==> src/design/fsalu_pkg.sv <==
// ----------------------------------------------------------------------------
// fsalu_pkg
// Operator codes, widths and shared types of the four-state ALU.
// ----------------------------------------------------------------------------
package fsalu_pkg;

  localparam int MAX_WIDTH = 64;
  localparam int WW        = 7;

  // operator codes
  localparam logic [4:0] K_AND   = 5'd0;
  localparam logic [4:0] K_OR    = 5'd1;
  localparam logic [4:0] K_XOR   = 5'd2;
  localparam logic [4:0] K_ADDU  = 5'd3;
  localparam logic [4:0] K_ADDS  = 5'd4;
  localparam logic [4:0] K_SUBU  = 5'd5;
  localparam logic [4:0] K_MULU  = 5'd6;
  localparam logic [4:0] K_POWU  = 5'd7;
  localparam logic [4:0] K_DIVU  = 5'd8;
  localparam logic [4:0] K_MODU  = 5'd9;
  localparam logic [4:0] K_SUBS  = 5'd10;
  localparam logic [4:0] K_MULS  = 5'd11;
  localparam logic [4:0] K_POWS  = 5'd12;
  localparam logic [4:0] K_DIVS  = 5'd13;
  localparam logic [4:0] K_REMS  = 5'd14;
  localparam logic [4:0] K_MODS  = 5'd15;
  localparam logic [4:0] K_EQ    = 5'd16;
  localparam logic [4:0] K_CEQ   = 5'd17;
  localparam logic [4:0] K_CZEQ  = 5'd18;
  localparam logic [4:0] K_CXEQ  = 5'd19;
  localparam logic [4:0] K_WEQ   = 5'd20;
  localparam logic [4:0] K_MEQ   = 5'd21;
  localparam logic [4:0] K_NE    = 5'd22;
  localparam logic [4:0] K_LTU   = 5'd23;
  localparam logic [4:0] K_LEU   = 5'd24;
  localparam logic [4:0] K_GTU   = 5'd25;
  localparam logic [4:0] K_GEU   = 5'd26;
  localparam logic [4:0] K_LTS   = 5'd27;
  localparam logic [4:0] K_LES   = 5'd28;
  localparam logic [4:0] K_GTS   = 5'd29;
  localparam logic [4:0] K_GES   = 5'd30;

  // request to the shared multiply/divide unit
  typedef struct packed {
    logic start;
    logic div;
  } iter_req_t;

endpackage

==> src/design/fsalu_iter.sv <==
// ----------------------------------------------------------------------------
// fsalu_iter
// Shared one-bit-per-cycle unit: shift-add multiply or restoring divide
// over the active width. Pulses done for one cycle.
// ----------------------------------------------------------------------------
module fsalu_iter import fsalu_pkg::*; (
  input  logic                 clk,
  input  logic                 rst,
  input  iter_req_t            req,
  input  logic [MAX_WIDTH-1:0] a,
  input  logic [MAX_WIDTH-1:0] b,
  input  logic [WW-1:0]        w,
  output logic                 done,
  output logic [MAX_WIDTH-1:0] acc_out,
  output logic [MAX_WIDTH-1:0] x_out
);

  logic                 busy;
  logic                 is_div;
  logic [WW-1:0]        cnt;
  logic [MAX_WIDTH-1:0] acc;  // product, or partial remainder
  logic [MAX_WIDTH-1:0] x;    // multiplicand, or dividend/quotient
  logic [MAX_WIDTH-1:0] y;    // multiplier, or divisor
  logic [MAX_WIDTH:0]   r2;
  logic [MAX_WIDTH:0]   diff;
  logic                 ge;
  logic [WW-1:0]        shamt;

  // trial subtract of one divide step
  always_comb begin
    r2    = {acc, x[MAX_WIDTH-1]};
    diff  = r2 - {1'b0, y};
    ge    = (r2 >= {1'b0, y});
    shamt = WW'(MAX_WIDTH) - w;
  end

  always_ff @(posedge clk) begin
    if (rst) begin
      busy <= 1'b0;
      done <= 1'b0;
    end else begin
      if (req.start) begin
        busy   <= 1'b1;
        done   <= 1'b0;
        is_div <= req.div;
        cnt    <= w;
        acc    <= '0;
        x      <= req.div ? (a << shamt[5:0]) : a;
        y      <= b;
      end else if (busy) begin
        if (is_div) begin
          acc <= ge ? diff[MAX_WIDTH-1:0] : r2[MAX_WIDTH-1:0];
          x   <= {x[MAX_WIDTH-2:0], ge};
        end else begin
          if (y[0]) begin
            acc <= acc + x;
          end
          x <= x << 1;
          y <= y >> 1;
        end
        cnt  <= cnt - WW'(1);
        done <= (cnt == WW'(1));
        if (cnt == WW'(1)) begin
          busy <= 1'b0;
        end
      end else begin
        done <= 1'b0;
      end
    end
  end

  assign acc_out = acc;
  assign x_out   = x;

endmodule

==> config.mk <==
export PLATFORM = sky130hd
export DESIGN_NAME = fsalu_iter
export DESIGN_NICKNAME = d
export VERILOG_FILES = /design/src/design/fsalu_pkg.sv /design/src/design/fsalu_iter.sv
export SDC_FILE = /design/constraint.sdc
export NUM_CORES = 1
export LEC_CHECK = 0
export BUFFER_PORTS_ARGS = -buffer_cell sky130_fd_sc_hd__buf_2
export CAP_MARGIN = 20
export CORE_ASPECT_RATIO = 0.9
export CORE_MARGIN = 2
export CORE_UTILIZATION = 27
export DETAILED_ROUTE_END_ITERATION = 6
export PLACE_DENSITY_LB_ADDON = 0.1
export RECOVER_POWER = 100
export SLEW_MARGIN = 40
export SYNTH_ARGS = -nofsm -noshare
export SYNTH_HDL_FRONTEND = slang
export SYNTH_SLANG_ARGS = --single-unit
==> constraint.sdc <==
create_clock -name clk -period 4.2 [get_ports clk]
set_clock_uncertainty 0.2 [all_clocks]
set_input_delay 0 -clock clk [delete_from_list [all_inputs] [get_ports clk]]
set_output_delay 0 -clock clk [all_outputs]
set_load 0.05 [all_outputs]
Word level (Yosys, flattened, before mapping)
Index checks and enable logic that the tools add are counted.
{"block": "word_totals", "inputBits": 139, "output_inout_bits": 129, "reg_bits": 202, "word_cells": 40}
{"block": "classes", "mux": 16, "eq_ne": 2, "reduce_logical": 7, "n_lt_le_gt_ge": 1, "n_shift": 1, "bitwise_logic": 2, "n_addsub": 4}
{"op": "$mux 64", "count": 10}
{"op": "$ge 65x64->1", "count": 1}
{"op": "$add 64x64->64", "count": 1}
{"op": "$shl 64x6->64", "count": 1}
{"op": "$sub 64x64->64", "count": 1}
{"op": "$mux 7", "count": 2}
{"op": "$eq 7x1->1 const B", "count": 1}
{"op": "$sub 7x1->7 const B", "count": 1}
{"op": "$reduce_and 3->1", "count": 2}
{"op": "$sub 1x6->6 const A", "count": 1}
{"op": "$mux 1", "count": 4}
{"op": "$reduce_and 2->1", "count": 2}
{"op": "$reduce_bool 3->1", "count": 1}
{"op": "$reduce_or 3->1", "count": 1}
{"op": "$ne 2x2->1 const B", "count": 1}
{"op": "$not 1->1", "count": 2}
{"op": "$reduce_bool 2->1", "count": 1}

Depth between registers and ports, before layout
{"block": "logic_depth", "depth_word": 4, "ltp_mapped": 18, "mapped_depth_nobuf": 14}

Worst setup path before layout
OpenSTA, ideal clock, no wires.
{"block": "synth_path", "path_kind": "reg2reg", "startpoint": "reg is_div", "endpoint": "reg acc[0] (netlist: acc_out[0]) (enable)", "n_path_buf": 3, "synth_period_minus_slack_ns": 4.634, "setup_time_ns": 0.486, "path_stages_with_launch": 7, "required_ns": 3.514, "arrival_time_ns": 3.948, "slack_ns": -0.434, "cell_sequence": "edfxtp_1 clkbuf_1 or2_2 clkbuf_1 buf_1 nor2_1 nor2_1"}
{"block": "synth_via", "elab_chain_cells": 2}
{"element": "start, declared", "line_no": "fsalu_iter.sv:19", "source": "logic is_div;"}
{"element": "start signal, assigned", "line_no": "fsalu_iter.sv:45", "source": "is_div <= req.div;"}
{"element": "$reduce_bool 3->1 (no source line)"}
{"element": "$reduce_and 3->1 (no source line)"}
{"element": "end signal, assigned", "line_no": "fsalu_iter.sv:52", "source": "acc <= ge ? diff[MAX_WIDTH-1:0] : r2[MAX_WIDTH-1:0];"}
{"element": "end signal, assigned", "line_no": "fsalu_iter.sv:56", "source": "acc <= acc + x;"}
{"element": "end, declared", "line_no": "fsalu_iter.sv:21", "source": "logic [MAX_WIDTH-1:0] acc;"}
No other way between the ends.
A chain may end at the register's enable or synchronous reset.

Worst setup path after layout
{"block": "layout_path", "startpoint": "reg acc[6] (netlist: acc_out[6])", "endpoint": "reg acc[63] (netlist: acc_out[63]) (data pin)"}
{"block": "layout_via", "elab_chain_cells": 4, "word_cells_on_any_way": 7, "classes_between": "2 x add/sub; 1 x order compare; 4 x mux"}
{"element": "$add 64x64->64 (tied with other cells)", "line_no": "fsalu_iter.sv:56"}
{"element": "$mux 64, on equally long branches", "line_no": "fsalu_iter.sv:55, fsalu_iter.sv:52"}
{"element": "$mux 64 *", "line_no": "fsalu_iter.sv:51", "source": "if (is_div) begin"}
{"element": "$mux 64 *", "line_no": "fsalu_iter.sv:50", "source": "end else if (busy) begin"}
Mark *: on every way between the ends. The rest lies on a longest branch, timed or not. The select of a mux whose other input is x is not followed.

==> impl_metrics.tcl <==
set metrics [dict create \
    crit_path_top_delay_cell "edfxtp_1" \
    timing.fmax_ghz 0.247 \
    rows 96 \
    io_buffers 267 \
    relSlewSlack -0.576 \
    hold_path_class "primary input to flop" \
    initial_utilization 0.274 \
    drtPass1Iterations 6 \
    cts_tree "yes" \
    drtAntennaViolNets 0 \
    htree_levels 1 \
    power_mw 10.0 \
    antenna_found_initial 0 \
    layout_common_cells "342 x nand2_1, 266 x nor2_1, 260 x a21oi_1" \
    dieArea_sq_um 79800 \
    synth_top_family_by_area "compound AO/OA/AOI/OAI gates" \
    drc 0 \
    grt_overflow_total 0 \
    dieHeight_um 268 \
    crit_chain "buf_4 -> ha_1 -> a21o_1 -> a31oi_1 -> o211ai_1 -> a22o_1 -> o21bai_1 -> a211oi_1 -> buf_4 -> o21ai_0 -> o2111ai_1 -> o21ai_0 -> mux2i_1 -> o211ai_1" \
    yosys_warnings 0 \
    synth-edff-count 200 \
    ys_seq_area_frac 0.289 \
    hpwl_mm 76.4 \
    place_inst 3873 \
    finalCriticalPeriod_ns 4.05 \
    postSynth.asyncResetShare 0 \
    post_drt_via_cell_ratio 5.32 \
    cellLeakagePower_nw 11.1 \
    totalWireLength_mm 95.3 \
    synth_fa_ha_area_frac 0.0796 \
    core_area_sq_um 76500 \
    drive_gt1_frac 0.141 \
    vdd_drop_max_mv 0.299 \
    cp-end-kind "flop" \
    wl_per_cell_um 23.0 \
    die_w_um 298 \
    combPwrFrac 0.477 \
    power.density_nw_per_um2 368 \
    path_clk_slew_ns 0.06 \
    cp.arrival_ns 4.19 \
    cts_made_buffers 29 \
    status "finished with violations" \
    layout_worst_path_cycle_share 0.963 \
    setup_ws_ns 0.154 \
    dr_total_vias 22100 \
    final_common_cell "nand2_1" \
    pwr-share-seq 0.262 \
    preCtsSetupSlack_ns 0.00951 \
    ys_top_cells_by_area "edfxtp_1 29%, ha_1 7.8%, a21oi_1 6.3%, nand2_1 6.1%, o21ai_0 5.5%" \
    nNetsFinal 3362 \
    grt_pass1_vias 21600 \
    worstSetupPathType "flop to flop" \
    place_congestion 0.922 \
    first_iter_violations 1842 \
    synthSimpleGateAreaFrac 0.169 \
    fin_cells 4143 \
    violations "capacitance limit, slew limit" \
    grt_max_degree 186 \
    critPathMaxStageDelay_ns 0.43 \
    ctsRootBufferMaster "clkbuf_16" \
    grt_pass1_wl_mm 139 \
    cts.sinks 202 \
    switching_power_mw 4.24 \
    pin_count 268 \
    slew_violations 131 \
    cp.required_ns 4.35 \
    synth_fp_nets 2862 \
    hold_viol_final 0 \
    grt_use_total 0.230 \
    synth_cells 2591 \
    synth.top_cell.area_share 0.287 \
    critPathTopFamily "compound AO/OA/AOI/OAI gates" \
    yosysUniqueCellTypes 80 \
    synth_compound_area_frac 0.261 \
    maxCapViolations 3 \
    setup_violations 0 \
    crit_buf_inv 2 \
    power_frac_clock 0.261 \
    switching_share 0.424 \
    muxShareOfSynthArea 0.0923 \
    synth_xor_area_frac 0.0506 \
    synth_area_leader_cell "edfxtp_1" \
    area_delta_synth_final_pct 30.1 \
    whs_ns 0.0276 \
    synth_area_per_cell_sq_um 8.08 \
    clockBufferDepth 3 \
    yosys_register_bits 202 \
    rsz0062_at_grt "true" \
    cp_max_fo 6 \
    internal_power_mw 5.77 \
    crit_path_start_kind "flop" \
    ys.flop_type "edfxtp_1" \
    netlist_area_sq_um 20900 \
    clk_latency_ns 0.62 \
    tightest_slew_ns 2.36 \
    fin_util 0.356 \
]
-- cell families after synthesis --
group,count (synthesis)
flops,202
compound gates,881
fa+ha+maj,132
mux,135
buf+inv,306
simple gates,814
xor+xnor,121
-- cell usage after synthesis (10+ instances only) --
master / instances
clkbuf_1: 146
nor3_1: 24
inv_1: 112
buf_2: 22
nor2b_1: 20
a21oi_1: 262
o22ai_1: 18
o21ai_0: 229
buf_1: 13
and2_1: 12
ha_1: 130
a211oi_1: 30
nand3_1: 33
o31ai_1: 18
a221oi_1: 30
xor2_1: 51
o21a_1: 22
mux2i_1: 76
xnor2_1: 70
a31oi_1: 28
nand2_1: 342
o21ai_1: 20
mux2_2: 14
mux4_2: 45
nand2b_1: 15
edfxtp_1: 200
and3_1: 10
o21bai_1: 29
o211ai_1: 28
a21o_1: 82
nor2_1: 267
nand4_1: 47
-- power by group through the flow --
stage               Clock (mW)  Combinational, mW  Sequential, mW
floorplan                    0               2.63            2.97
global placement             0               4.62            2.66
detailed placement           0               4.60            2.66
CTS                       2.68               4.79            2.61
global route              2.75               5.17            2.64
finish                    2.61               4.77            2.62
-- worst min-delay path: cells and delay by family --
family          cells  cell delay [ns]
compound gates      1             0.06
buf+inv             2             0.63
simple gates        1             0.05
-- routing by layer --
layer,vias up,wire (um),track usage,share of wire
li1,10600,-,-,-
met1,10700,45100,0.329,0.47
met2,718,42300,0.366,0.44
met3,97,4980,0.0239,0.052
met4,0,2900,0.0620,0.030
met5,-,0,0,0
-- area by class of cell --
type,instances,area [sq um]
timing repair buffer,661,4660
clock buffer,32,737
tap,1029,1290
antenna,1,2.50
multi-input combinational,2083,13800
inverter,114,430
clock inverter,21,251
sequential,202,6050
fill,8026,49300
-- flip-flops by register name (all words and copies together) (netlist names) --
register / flops
acc_out: 64
y: 64
busy: 1
cnt: 7
is_div: 1
x_out: 64
done: 1
-- final timing paths --
| kind | cells after the start | slack (ns) | startpoint | end |
|---|---|---|---|---|
| min | 4 | 0.03 | b[54] | y[54] |
| max | 14 | 0.15 | acc_out[6] | acc_out[63] |
| min reg2reg | 2 | 0.40 | y[56] | y[55] |
| max reg2reg | 14 | 0.15 | acc_out[6] | acc_out[63] |
-- metrics by stage --
step / area (sq um) / TNS (ns)
5_1_grt: 27200 / -0.0313
3_3_place_gp: 24300 / 0
4_1_cts: 27500 / 0
2_1_floorplan: 20900 / 0
6_report: 27200 / 0
3_5_place_dp: 24300 / 0
-- what timing repair did --
action / 4_1_cts / 5_1_grt
cloned: 0 / 0
hold buffers: 214 / 0
endpoints found under the setup margin: 2 / 23
endpoints found under the hold margin: 161 / 0
pin swaps: 0 / 3
setup buffers: 0 / 1
resized for setup: 1 / 12
No activity file was read; power rests on OpenSTA's default activity.
